`config.mk`:
```
export PLATFORM = sky130hd
export DESIGN_NAME = three_axis_servo_gait_stepper_top
export DESIGN_NICKNAME = d
export VERILOG_FILES = /design/src/rtl/tasgs_pkg.sv /design/src/rtl/tasgs_ctrl.sv /design/src/rtl/tasgs_dp.sv /design/src/rtl/three_axis_servo_gait_stepper_top.sv
export SDC_FILE = /design/constraint.sdc
export NUM_CORES = 1
export LEC_CHECK = 0
export ABC_CLOCK_PERIOD_IN_PS = 21600
export BUFFER_PORTS_ARGS = -buffer_cell sky130_fd_sc_hd__buf_4
export CORE_MARGIN = 2
export CORE_UTILIZATION = 45
export CTS_CLUSTER_SIZE = 30
export DETAILED_ROUTE_END_ITERATION = 10
export PLACE_DENSITY_LB_ADDON = 0.15
export SLEW_MARGIN = 20
export SYNTH_ARGS = -nofsm -noshare
export SYNTH_HDL_FRONTEND = slang
export SYNTH_SLANG_ARGS = --single-unit
```
`constraint.sdc`:
```
create_clock -name i_clk -period 21.6 [get_ports i_clk]
set_input_delay 4.32 -clock i_clk [delete_from_list [all_inputs] [get_ports i_clk]]
set_output_delay 4.32 -clock i_clk [all_outputs]
set_load 0.05 [all_outputs]
```
`src/rtl/tasgs_pkg.sv`:
```
// Package for the three-axis servo gait stepper: shared types, codes and gait tables.
// No dependencies.
package tasgs_pkg;

    localparam logic [1:0] OP_MOVE = 2'd0;
    localparam logic [1:0] OP_FWD  = 2'd1;
    localparam logic [1:0] OP_BWD  = 2'd2;

    localparam logic [11:0] DWELL_MAX = 12'd4095;
    localparam logic [7:0]  POS_RESET = 8'd90;
    localparam logic [7:0]  SPEED_RESET = 8'd20;

    typedef struct packed {
        logic       load;
        logic       div_start;
        logic [1:0] div_sel;
        logic       commit;
    } t_cmd;

    typedef struct packed {
        logic div_done;
    } t_status;

    // Target table lookup: joint 0 mount, 1 hip, 2 knee; bwd selects backward gait.
    function automatic logic [7:0] gait_target(input logic bwd, input logic [1:0] joint,
                                               input logic [1:0] row, input logic [1:0] stage);
        logic [1:0] r;
        logic       alt;
        logic [7:0] v;
        begin
            r = row;
            v = 8'd90;
            case (joint)
                2'd0: begin
                    alt = r[0] ^ bwd;
                    case (stage)
                        2'd0: v = 8'd90;
                        2'd1: v = alt ? 8'd135 : 8'd45;
                        2'd2: v = alt ? 8'd135 : 8'd45;
                        default: v = alt ? 8'd45 : 8'd135;
                    endcase
                end
                2'd1: begin
                    alt = r[1] ^ bwd;
                    case (stage)
                        2'd0: v = 8'd60;
                        2'd1: v = alt ? 8'd30 : 8'd115;
                        2'd2: v = alt ? 8'd60 : 8'd135;
                        default: v = 8'd95;
                    endcase
                end
                default: begin
                    alt = r[1] ^ bwd;
                    case (stage)
                        2'd0: v = alt ? 8'd50 : 8'd100;
                        2'd1: v = alt ? 8'd45 : 8'd145;
                        2'd2: v = alt ? 8'd45 : 8'd145;
                        default: v = alt ? 8'd145 : 8'd50;
                    endcase
                end
            endcase
            return v;
        end
    endfunction

endpackage

```
`src/rtl/tasgs_ctrl.sv`:
```
// Controller state machine of the servo gait stepper.
// Depends on tasgs_pkg.
module tasgs_ctrl (
    input  logic                i_clk,
    input  logic                i_rst_n,
    input  logic                i_in_fire,
    input  logic                i_out_busy,
    input  tasgs_pkg::t_status  i_status,
    output tasgs_pkg::t_cmd     o_cmd,
    output logic                o_idle
);

    localparam logic [2:0] S_IDLE  = 3'd0;
    localparam logic [2:0] S_DIV1  = 3'd1;
    localparam logic [2:0] S_WAIT1 = 3'd2;
    localparam logic [2:0] S_DIV2  = 3'd3;
    localparam logic [2:0] S_WAIT2 = 3'd4;
    localparam logic [2:0] S_DONE  = 3'd5;

    logic [2:0] r_state, n_state;

    always_comb begin
        n_state = r_state;
        o_cmd = '0;
        case (r_state)
            S_IDLE: begin
                if (i_in_fire) begin
                    o_cmd.load = 1'b1;
                    n_state = S_DIV1;
                end
            end
            S_DIV1: begin
                o_cmd.div_start = 1'b1;
                o_cmd.div_sel = 2'd0;
                n_state = S_WAIT1;
            end
            S_WAIT1: begin
                o_cmd.div_sel = 2'd0;
                if (i_status.div_done) n_state = S_DIV2;
            end
            S_DIV2: begin
                o_cmd.div_start = 1'b1;
                o_cmd.div_sel = 2'd1;
                n_state = S_WAIT2;
            end
            S_WAIT2: begin
                o_cmd.div_sel = 2'd1;
                if (i_status.div_done) n_state = S_DONE;
            end
            S_DONE: begin
                if (!i_out_busy) begin
                    o_cmd.commit = 1'b1;
                    n_state = S_IDLE;
                end
            end
            default: n_state = S_IDLE;
        endcase
    end

    assign o_idle = (r_state == S_IDLE);

    always_ff @(posedge i_clk) begin
        if (!i_rst_n) begin
            r_state <= S_IDLE;
        end else begin
            r_state <= n_state;
        end
    end

endmodule

```
`src/rtl/tasgs_dp.sv`:
```
// Datapath of the servo gait stepper: positions, skip counters, ceiling divider, dwell.
// Depends on tasgs_pkg.
module tasgs_dp (
    input  logic                i_clk,
    input  logic                i_rst_n,
    input  tasgs_pkg::t_cmd     i_cmd,
    output tasgs_pkg::t_status  o_status,
    input  logic [1:0]          i_orientation,
    input  logic [7:0]          i_servo_speed,
    input  logic [1:0]          i_opcode,
    input  logic [7:0]          i_mount_target,
    input  logic [7:0]          i_hip_target,
    input  logic [7:0]          i_knee_target,
    input  logic                i_sync,
    input  logic [7:0]          i_speed_mod,
    input  logic [2:0]          i_leg_count,
    output logic [41:0]         o_result
);

    logic [7:0]  r_pos [3];
    logic [7:0]  r_skip [3];
    logic [1:0]  r_stage;
    logic [7:0]  r_tgt [3];
    logic        r_sync, r_gait;
    logic [11:0] r_dwell;
    logic [7:0]  r_dist [3];
    logic [1:0]  r_lead;
    logic [7:0]  r_ratio [2];

    logic [7:0]  r_rem, r_den;
    logic [8:0]  r_quo;
    logic [3:0]  r_cnt;
    logic        r_busy;

    logic [1:0]  fidx [2];
    logic [7:0]  tgt_c [3];
    logic [15:0] prod;
    logic [7:0]  mult;
    logic [11:0] dwell_c;
    logic [7:0]  dist_c [3];
    logic [1:0]  lead_c;
    logic [8:0]  num;

    always_comb begin
        fidx[0] = (r_lead == 2'd0) ? 2'd1 : 2'd0;
        fidx[1] = (r_lead == 2'd2) ? 2'd1 : 2'd2;
    end

    always_comb begin
        mult = 8'd0;
        prod = 16'd0;
        for (int j = 0; j < 3; j++) begin
            tgt_c[j] = tasgs_pkg::gait_target(i_opcode == tasgs_pkg::OP_BWD, 2'(j),
                                              i_orientation, r_stage);
        end
        if (i_opcode == tasgs_pkg::OP_FWD) begin
            if (r_stage == 2'd3) begin
                mult = (i_leg_count == 3'd0) ? 8'd0
                     : 8'({5'd0, i_leg_count} * 8'd3 - 8'd3);
            end else begin
                mult = 8'd1;
            end
            prod = i_servo_speed * mult;
        end else if (i_opcode == tasgs_pkg::OP_BWD) begin
            prod = {8'd0, i_servo_speed};
        end else begin
            tgt_c[0] = i_mount_target;
            tgt_c[1] = i_hip_target;
            tgt_c[2] = i_knee_target;
            prod = (i_servo_speed * i_speed_mod) >> 4;
        end
        dwell_c = (prod > 16'(tasgs_pkg::DWELL_MAX)) ? tasgs_pkg::DWELL_MAX : prod[11:0];
        for (int j = 0; j < 3; j++) begin
            dist_c[j] = (r_pos[j] > tgt_c[j]) ? r_pos[j] - tgt_c[j] : tgt_c[j] - r_pos[j];
        end
        if (dist_c[0] >= dist_c[1] && dist_c[0] >= dist_c[2]) lead_c = 2'd0;
        else if (dist_c[1] >= dist_c[2]) lead_c = 2'd1;
        else lead_c = 2'd2;
    end

    // Restoring divider computes ceil(lead/own) as (lead+own-1)/own, one bit per cycle.
    assign num = {1'b0, r_dist[r_lead]} + {1'b0, r_dist[fidx[i_cmd.div_sel[0]]]} - 9'd1;
    assign o_status.div_done = r_busy && (r_cnt == 4'd0);

    logic [8:0] trial;
    assign trial = {r_rem, r_quo[8]} - {1'b0, r_den};

    always_ff @(posedge i_clk) begin
        if (!i_rst_n) begin
            r_busy <= 1'b0;
            r_cnt <= 4'd0;
        end else if (i_cmd.div_start) begin
            r_busy <= 1'b1;
            r_cnt <= 4'd9;
            r_rem <= 8'd0;
            r_quo <= num;
            r_den <= r_dist[fidx[i_cmd.div_sel[0]]];
        end else if (r_busy) begin
            if (r_cnt == 4'd0) begin
                r_busy <= 1'b0;
                r_ratio[i_cmd.div_sel[0]] <= r_quo[7:0];
            end else begin
                r_cnt <= r_cnt - 4'd1;
                if (!trial[8]) begin
                    r_rem <= trial[7:0];
                    r_quo <= {r_quo[7:0], 1'b1};
                end else begin
                    r_rem <= {r_rem[6:0], r_quo[8]};
                    r_quo <= {r_quo[7:0], 1'b0};
                end
            end
        end
    end

    // The quotient of a zero divisor is never used, and it stays below 256 when own<lead.
    logic       en [3];
    logic [7:0] skip_n [3];
    logic [7:0] pos_n [3];
    logic       rdy [3];

    always_comb begin
        for (int j = 0; j < 3; j++) begin
            en[j] = 1'b1;
            skip_n[j] = r_skip[j];
        end
        if (r_sync) begin
            for (int k = 0; k < 2; k++) begin
                if (r_dist[fidx[k]] < r_dist[r_lead] && r_dist[fidx[k]] != 8'd0) begin
                    if ({1'b0, r_skip[fidx[k]]} + 9'd1 >= {1'b0, r_ratio[k]}) begin
                        skip_n[fidx[k]] = 8'd0;
                    end else begin
                        skip_n[fidx[k]] = r_skip[fidx[k]] + 8'd1;
                        en[fidx[k]] = 1'b0;
                    end
                end
            end
        end
        for (int j = 0; j < 3; j++) begin
            rdy[j] = (r_pos[j] == r_tgt[j]);
            if (r_tgt[j] > r_pos[j]) pos_n[j] = r_pos[j] + 8'(en[j]);
            else if (r_tgt[j] < r_pos[j]) pos_n[j] = r_pos[j] - 8'(en[j]);
            else pos_n[j] = r_pos[j];
        end
    end

    always_ff @(posedge i_clk) begin
        if (i_cmd.load) begin
            for (int j = 0; j < 3; j++) begin
                r_tgt[j] <= tgt_c[j];
                r_dist[j] <= dist_c[j];
            end
            r_lead <= lead_c;
            r_sync <= (i_opcode == tasgs_pkg::OP_FWD) ||
                      ((i_opcode != tasgs_pkg::OP_BWD) && i_sync);
            r_gait <= (i_opcode == tasgs_pkg::OP_FWD) || (i_opcode == tasgs_pkg::OP_BWD);
            r_dwell <= dwell_c;
        end
    end

    always_ff @(posedge i_clk) begin
        if (!i_rst_n) begin
            for (int j = 0; j < 3; j++) begin
                r_pos[j] <= tasgs_pkg::POS_RESET;
                r_skip[j] <= 8'd0;
            end
            r_stage <= 2'd0;
        end else if (i_cmd.commit) begin
            for (int j = 0; j < 3; j++) begin
                r_pos[j] <= pos_n[j];
                r_skip[j] <= skip_n[j];
            end
            if (r_gait && rdy[0] && rdy[1] && rdy[2]) r_stage <= r_stage + 2'd1;
        end
    end

    assign o_result = {r_stage, r_dwell, rdy[0] & rdy[1] & rdy[2], rdy[2], rdy[1], rdy[0],
                       pos_n[2], pos_n[1], pos_n[0]};

endmodule

```
`src/rtl/three_axis_servo_gait_stepper_top.sv`:
```
// Top level of the three-axis servo gait stepper: stream ports, APB registers, output register.
// Depends on tasgs_pkg, tasgs_ctrl and tasgs_dp.
//
// Each accepted input transfer is one servo tick and yields one result transfer. Targets,
// distances and dwell are captured at the accepting edge; then the controller starts the shared
// 9-step ceiling divider for the first following joint, waits for it, starts it again for the
// second, waits, and commits, registering the result in the output register. One item is
// processed at a time: a new item is accepted from the cycle after the commit, and the
// commit waits while an earlier result still sits unaccepted in the output register.
module three_axis_servo_gait_stepper_top (
    input  logic        i_clk,
    input  logic        i_rst_n,
    input  logic        s_axis_tvalid,
    output logic        s_axis_tready,
    // opcode[1:0], mount_target[9:2], hip_target[17:10], knee_target[25:18], sync[26],
    // speed_mod[34:27], leg_count[37:35], zero fill to 40 bits.
    input  logic [39:0] s_axis_tdata,
    output logic        m_axis_tvalid,
    input  logic        m_axis_tready,
    // mount_angle[7:0], hip_angle[15:8], knee_angle[23:16], mount_ready[24], hip_ready[25],
    // knee_ready[26], leg_ready[27], dwell_ticks[39:28], gait_stage_out[41:40], zero fill.
    output logic [47:0] m_axis_tdata,
    input  logic        psel,
    input  logic        penable,
    input  logic        pwrite,
    input  logic [2:0]  paddr,
    input  logic [31:0] pwdata,
    output logic [31:0] prdata,
    output logic        pready
);

    logic [1:0]  r_orientation;
    logic [7:0]  r_servo_speed;
    logic        r_out_valid;
    logic [41:0] r_out_data;
    logic        in_fire, idle;
    logic [41:0] result;
    tasgs_pkg::t_cmd    cmd;
    tasgs_pkg::t_status status;

    assign pready = 1'b1;
    assign s_axis_tready = idle;
    assign in_fire = s_axis_tvalid && s_axis_tready;

    always_ff @(posedge i_clk) begin
        if (!i_rst_n) begin
            r_orientation <= 2'd0;
            r_servo_speed <= tasgs_pkg::SPEED_RESET;
        end else if (psel && penable && pwrite) begin
            if (paddr == 3'd0) r_orientation <= pwdata[1:0];
            else if (paddr == 3'd4) r_servo_speed <= pwdata[7:0];
        end
    end

    always_comb begin
        case (paddr)
            3'd0: prdata = {30'd0, r_orientation};
            3'd4: prdata = {24'd0, r_servo_speed};
            default: prdata = 32'd0;
        endcase
    end

    tasgs_ctrl u_ctrl (
        .i_clk      (i_clk),
        .i_rst_n    (i_rst_n),
        .i_in_fire  (in_fire),
        .i_out_busy (r_out_valid && !m_axis_tready),
        .i_status   (status),
        .o_cmd      (cmd),
        .o_idle     (idle)
    );

    // The datapath samples the stream word directly at acceptance.
    tasgs_dp u_dp (
        .i_clk          (i_clk),
        .i_rst_n        (i_rst_n),
        .i_cmd          (cmd),
        .o_status       (status),
        .i_orientation  (r_orientation),
        .i_servo_speed  (r_servo_speed),
        .i_opcode       (s_axis_tdata[1:0]),
        .i_mount_target (s_axis_tdata[9:2]),
        .i_hip_target   (s_axis_tdata[17:10]),
        .i_knee_target  (s_axis_tdata[25:18]),
        .i_sync         (s_axis_tdata[26]),
        .i_speed_mod    (s_axis_tdata[34:27]),
        .i_leg_count    (s_axis_tdata[37:35]),
        .o_result       (result)
    );

    always_ff @(posedge i_clk) begin
        if (!i_rst_n) begin
            r_out_valid <= 1'b0;
        end else if (cmd.commit) begin
            r_out_valid <= 1'b1;
        end else if (m_axis_tready) begin
            r_out_valid <= 1'b0;
        end
    end

    always_ff @(posedge i_clk) begin
        if (cmd.commit) r_out_data <= result;
    end

    assign m_axis_tvalid = r_out_valid;
    assign m_axis_tdata = {6'd0, r_out_data};

    a_no_accept_busy: assert property (@(posedge i_clk) disable iff (!i_rst_n)
        cmd.commit |-> !s_axis_tready)
        else $error("input accepted during processing");
    a_commit_valid: assert property (@(posedge i_clk) disable iff (!i_rst_n)
        cmd.commit |=> m_axis_tvalid)
        else $error("commit without output valid");
    a_no_overwrite: assert property (@(posedge i_clk) disable iff (!i_rst_n)
        (m_axis_tvalid && !m_axis_tready) |-> !cmd.commit)
        else $error("result overwritten");

endmodule
```
Word-level counts from Yosys, hierarchy flattened
Memories as Yosys holds them, arrays and structs flattened. A register that Yosys moved wholly into a read port is not among the register bits.
Index checks and enable logic that the tools add are counted.
Operators by class
  reductions and logical operators: 39
  magnitude comparators: 22
  multipliers: 3
  eq/ne operators: 21
  add/sub/neg operators: 22
  bitwise gates (word level): 23
  muxes and demuxes: 100
Operators by type and width (number)
  2-to-1 mux 8 bit: 28
  2-to-1 mux 24 bit: 8
  AND 24 bit: 2
  bitwise mux 24 bit: 2
  greater-than comparator 8 bit: 6
  inverter 24 bit: 2
  one-hot mux 8 bit (2 select lines): 3
  subtractor 8 bit: 6
  less-than comparator 8 bit: 5
  demux 8 bit (select 2 bit): 2
  multiplier 8 x 8 -> 16 bit: 2
  2-to-1 mux 3 bit: 10
  2-to-1 mux 9 bit: 3
  2-to-1 mux 1 bit: 26
  adder 8 x 1 -> 8 bit: 3
  equality test 8 bit: 3
  >= comparator 8 bit: 3
  one-hot mux 8 bit (3 select lines): 1
  subtractor 8 x 1 -> 8 bit: 3
  adder 8 x 1 -> 9 bit, second input constant: 2
  >= comparator 9 x 8 -> 1 bit: 2
  one-hot mux 3 bit (6 select lines): 1
  adder 8 x 1 -> 8 bit, second input constant: 2
  greater-than comparator 16 x 12 -> 1 bit, second input constant: 1
  43 further kinds: 104
Storage, ports and cells
  bits in registers: 104
  memory bits (writable): 112
  output and inout bits: 83
  memories kept: 5
  logic and storage cells: 251
Memories
  u_dp.r_dist: depth 3, bits a word 8, read ports 4, clocked after memory_dff 1, write ports 3, line tasgs_dp.sv:26  | logic [7:0] r_dist [3];
  u_dp.r_pos: depth 3, bits a word 8, read ports 3, clocked after memory_dff 0, write ports 3, line tasgs_dp.sv:20  | logic [7:0] r_pos [3];
  u_dp.r_skip: depth 3, bits a word 8, read ports 5, clocked after memory_dff 0, write ports 3, line tasgs_dp.sv:21  | logic [7:0] r_skip [3];
  u_dp.r_tgt: depth 3, bits a word 8, read ports 3, clocked after memory_dff 0, write ports 3, line tasgs_dp.sv:23  | logic [7:0] r_tgt [3];
  u_dp.r_ratio: depth 2, bits a word 8, read ports 2, clocked after memory_dff 0, write ports 1, line tasgs_dp.sv:28  | logic [7:0] r_ratio [2];

Depth between registers and ports, before layout
  depth after elaboration: 19
  depth in mapped cells: 27
  mapped depth without buffers: 25

By module
A second synthesis with hierarchy kept.
Second synthesis, totals
  cells, all modules: 2090
  area total of the unflattened synthesis: 19970.4 µm²
By module, submodules not included
  tasgs_dp: cells an instance 1928, area each 17635.7 µm², times used 1
  three_axis_servo_gait_stepper_top: cells an instance 135, area each 2098.3 µm², times used 1
  tasgs_ctrl: cells an instance 27, area each 236.5 µm², times used 1

Worst setup path before layout
Ideal clock, no wire load.
  path type: in2out
  start point: input port paddr[2]
  end point: output port prdata[0]
  buffers on the path: 1
  data arrival time: 5719 ps
  stages: 3
  setup slack: 11561 ps
  cells stage by stage: clkbuf_1 mux2i_1 nor3_1
Between the ends
  word-level cells in the longest chain between the ends: 2
  elaborated cells between the ends (all ways): 3
  those cells by class: eq/ne: 1; mux: 1; reduce/logical: 1
Ends and longest elaborated chain
  start: declaration: line three_axis_servo_gait_stepper_top.sv:26  | input logic [2:0] paddr,
  equality test 3 bit or logical NOT 3 bit (tied branches): line three_axis_servo_gait_stepper_top.sv:56  | case (paddr)
  one-hot mux 8 bit (2 select lines) (*): line three_axis_servo_gait_stepper_top.sv:56
  end: declaration: line three_axis_servo_gait_stepper_top.sv:28  | output logic [31:0] prdata,
Every way passes the cells marked *; elsewhere a longest branch is shown, timed or not.

==> summary.md <==
| Metric | Value |
|---|---|
| Core box area | `approximately 43000 um2` |
| Final hold slack | `slightly above 400 ps` |
| TritonCTS buffer count | `27` |
| Vias after detailed routing | `approximately 14000` |
| Async S/R FF share, synth | `0%` |
| Total wire length | `around 46000 um` |
| Comb pwr share | `about 39%` |
| Die height | `213 um` |
| WP data required | `approximately 22000 ps` |
| RSZ-0062 raised after global routing | `false` |
| Largest net degree at the start of global routing | `47` |
| WL/cell | `16.7 um` |
| Sequential area share after synthesis | `32.3%` |
| IO Pins | `165` |
| Clk pin slew, worst setup/hold paths | `60 ps` |
| Most common cell after layout, fill and taps aside | `inv_1` |
| CTS tree | `yes` |
| Core Util, Final | `50.5%` |
| Root buffer cell | `clkbuf_16` |
| Initial Util | `45.5%` |
| Yosys top cell by area | `edfxtp_1` |
| VDD IR-drop max | `56.0 uV` |
| Setup crit end kind | `register` |
| Share of cells above drive strength 1 | `9.17%` |
| Sequential share of power | `32.8%` |
| Hold buffers post-CTS | `0` |
| Initial antenna violation count | `0` |
| Num rows | `76` |
| Iter 0 DRT Violations | `about 810` |
| Grt ovf | `0` |
| Clock Skew | `28.0 ps` |
| Total iterations of the first detailed-routing run | `6` |
| Crit Path Class | `input pin to register` |
| Fmax | `~100 MHz` |
| Global-route wire length before repair | `74700 um` |
| Leakage | `0.00996 uW` |
| Placer Congestion | `0.885` |
| Worst reg2reg endpoint | `u_dp.r_dwell[8]` |
| Switching part of the total | `37.2%` |
| Slew Limit Headroom | `between 30% and 40%` |
| WP data arrival | `10550 ps` |
| CP max FO | `21` |
| Synth warnings | `0` |
| Synthesized area | `between 15000 and 20000 um2` |
| Post CTS Setup Buffer Count | `0` |
| Hold Path Stages | `0` |
| # port buffers | `107` |
| HP Start | `u_dp.r_dwell[9]` |
| Switch Pwr | `603 uW` |
| Reg2Reg Depth | `20` |
| Setup TNS | `0 ps` |
| Antenna Cells | `0` |
| Highest routed layer | `met4` |
| Most frequent cells in the layout | `256 x inv_1, 245 x ha_1, 216 x nand2_1` |
| Worst hold path type | `register to register` |
| Max clock buf depth | `3` |
| Netlist cell types | `74` |
| Crit share post-route | `46.7%` |
| Slew Viols, Final | `0` |
| Setup-failing EPs final | `0` |
| Post-route antenna net violation count | `0` |
| Main area contributors after synthesis | `edfxtp_1 30%, ha_1 16%, fa_1 8.1%` |
| Synth Instances | `2070` |
| Slew @ Worst Pin | `995 ps` |
| H-tree depth | `1` |
| DR vias/cell | `between 5 and 6` |
| Met2 WL | `~21000 um` |
| # clock sinks | `218` |
| Max-Cap Viols | `0` |
| Synth top area share | `29.9%` |
| Routed length on met1 | `21900 um` |
| Post-CTS Resized | `0` |
| Met3 WL | `2000 um` |
| P&R area growth vs syn | `11.0%` |
| Post-synth EDFFs | `195` |
| Final-report hold violation count | `0` |
| Synthesis-stage register bit count | `218` |
| Vias in the first global route | `14400` |
| Die Span X | `213 um` |
| P per Cell Area | `about 75 nW/um2` |
| Post-Syn Area per Cell | `roughly 9.5 um2` |
| Hold EP | `r_out_data[37]` |
| Final net count | `2555` |
| Int Pwr | `1020 uW` |
| Most used flip-flop cell after synthesis | `edfxtp_1` |
| Fill count | `4040` |
| Clk pwr share | `28.5%` |
| Reg-to-Reg Start | `u_dp.r_stage[0]` |
| Critical Path Start Type | `input pin` |
| Status | `complete, no violations` |
| Crit path time final | `approximately 10000 ps` |
| Worst skew pair latency | `580 ps` |
| DRC violations left | `0` |
| Die area | `45200 um2` |
| R2R Setup Slk | `~15000 ps` |
| All-Layer GR Usage | `20.6%` |
| Final HPWL DP | `35300 um` |
==> registers in the layout, indices dropped and copies added (netlist names), named ones only <==
register	flops
u_dp.r_sync	1
r_out_data	42
u_dp.r_dist	24
u_dp.r_skip	24
r_servo_speed	8
u_dp.r_lead	2
u_dp.r_dwell	12
u_dp.r_gait	1
u_ctrl.r_state	3
u_dp.r_tgt	24
u_dp.r_den	8
u_dp.r_busy	1
r_orientation	2
m_axis_tvalid	1
u_dp.r_pos	24
u_dp.r_rem	8
u_dp.r_quo	9
u_dp.r_stage	2
u_dp.r_ratio	16
u_dp.r_cnt	4
==> stage by stage <==
stage	power (uW)	setup slack, ps	area [um2]	instances
final	1620	11520	21700	2755
after global routing	1740	11010	21700	2755
after CTS	1640	11540	21700	2755
after detailed placement	1170	10950	20800	2705
after global placement	1150	11100	20800	2705
after floorplan	1020	11560	19700	2099
==> logic make-up (layout without fill, tap and decap cells) <==
| logic type | Yosys count | count (layout) | share of synthesized area, % |
|---|---|---|---|
| and+or+nand+nor | 644 | 644 | 16.0 |
| buffers and inverters | 356 | 427 | 7.58 |
| AOI/OAI and AO/OA | 343 | 343 | 11.4 |
| adders and majority gates | 324 | 324 | 23.7 |
| DFF | 218 | 218 | 32.3 |
| xor gates and xnor gates | 92 | 92 | 4.19 |
| muxes | 91 | 91 | 4.74 |
| other | 2 | 31 | 0.0384 |
==> worst max-delay path: stages <==
cell	delay (ps)
buf_4	110
inv_1	40
ha_1	740
inv_1	240
nand2_1	700
o211ai_1	160
o21ai_0	210
inv_1	120
ha_1	470
nor3_1	110
nor2_1	130
a31oi_1	120
nor2_1	720
mux2_2	460
inv_1	120
ha_1	240
a21o_1	160
a21o_1	170
a21o_1	170
a21o_1	170
a2111oi_0	390
a211oi_1	190
o31ai_1	230
==> metal layers <==
metal  up-vias  track usage (%)
li1       7207                -
met1      6951             28.5
met2       280             34.2
met3        48             2.84
met4         0             4.85
met5         -                0
==> power groups by stage <==
stage          sequential, uW  combinational (uW)  clock, uW
6_report                  532                 627        463
5_1_grt                   536                 717        489
4_1_cts                   531                 631        476
3_5_place_dp              540                 626          0
3_3_place_gp              539                 614          0
2_1_floorplan             526                 490          0
==> area by class of cell <==
| type | count | area [um2] | area share, % |
|---|---|---|---|
| Multi-Input combinational cell | 1525 | 11900 | 54.8 |
| Timing Repair Buffer | 120 | 901 | 4.15 |
| Clock buffer | 30 | 718 | 3.31 |
| Clock inverter | 20 | 186 | 0.858 |
| Sequential cell | 218 | 6320 | 29.1 |
| Tap cell | 585 | 732 | 3.37 |
| Inverter | 257 | 965 | 4.44 |
==> cells in the mapped netlist (24+ instances only) <==
| cell type | number |
|---|---|
| mux2i_1 | 80 |
| nand3_1 | 39 |
| nand2_1 | 217 |
| xnor2_1 | 63 |
| a21oi_1 | 82 |
| inv_1 | 257 |
| nor3_1 | 34 |
| clkbuf_1 | 49 |
| buf_4 | 33 |
| fa_1 | 79 |
| o21a_1 | 24 |
| nand4_1 | 25 |
| o21ai_0 | 76 |
| edfxtp_1 | 195 |
| and2_1 | 88 |
| xor2_1 | 28 |
| nor2b_1 | 38 |
| a21o_1 | 36 |
| nor2_1 | 121 |
| ha_1 | 245 |
==> worst max-delay path by stage <==
stage	from	to	cells past startpoint
after CTS	s_axis_tdata[1]	register	23
after global placement	s_axis_tdata[36]	u_dp.r_dwell[8]	23
after global routing	s_axis_tdata[1]	register	23
after floorplan	paddr[2]	prdata[0]	3
after detailed placement	s_axis_tdata[1]	register	23
final	s_axis_tdata[1]	register	23
Power figures use the tool's default switching activity.
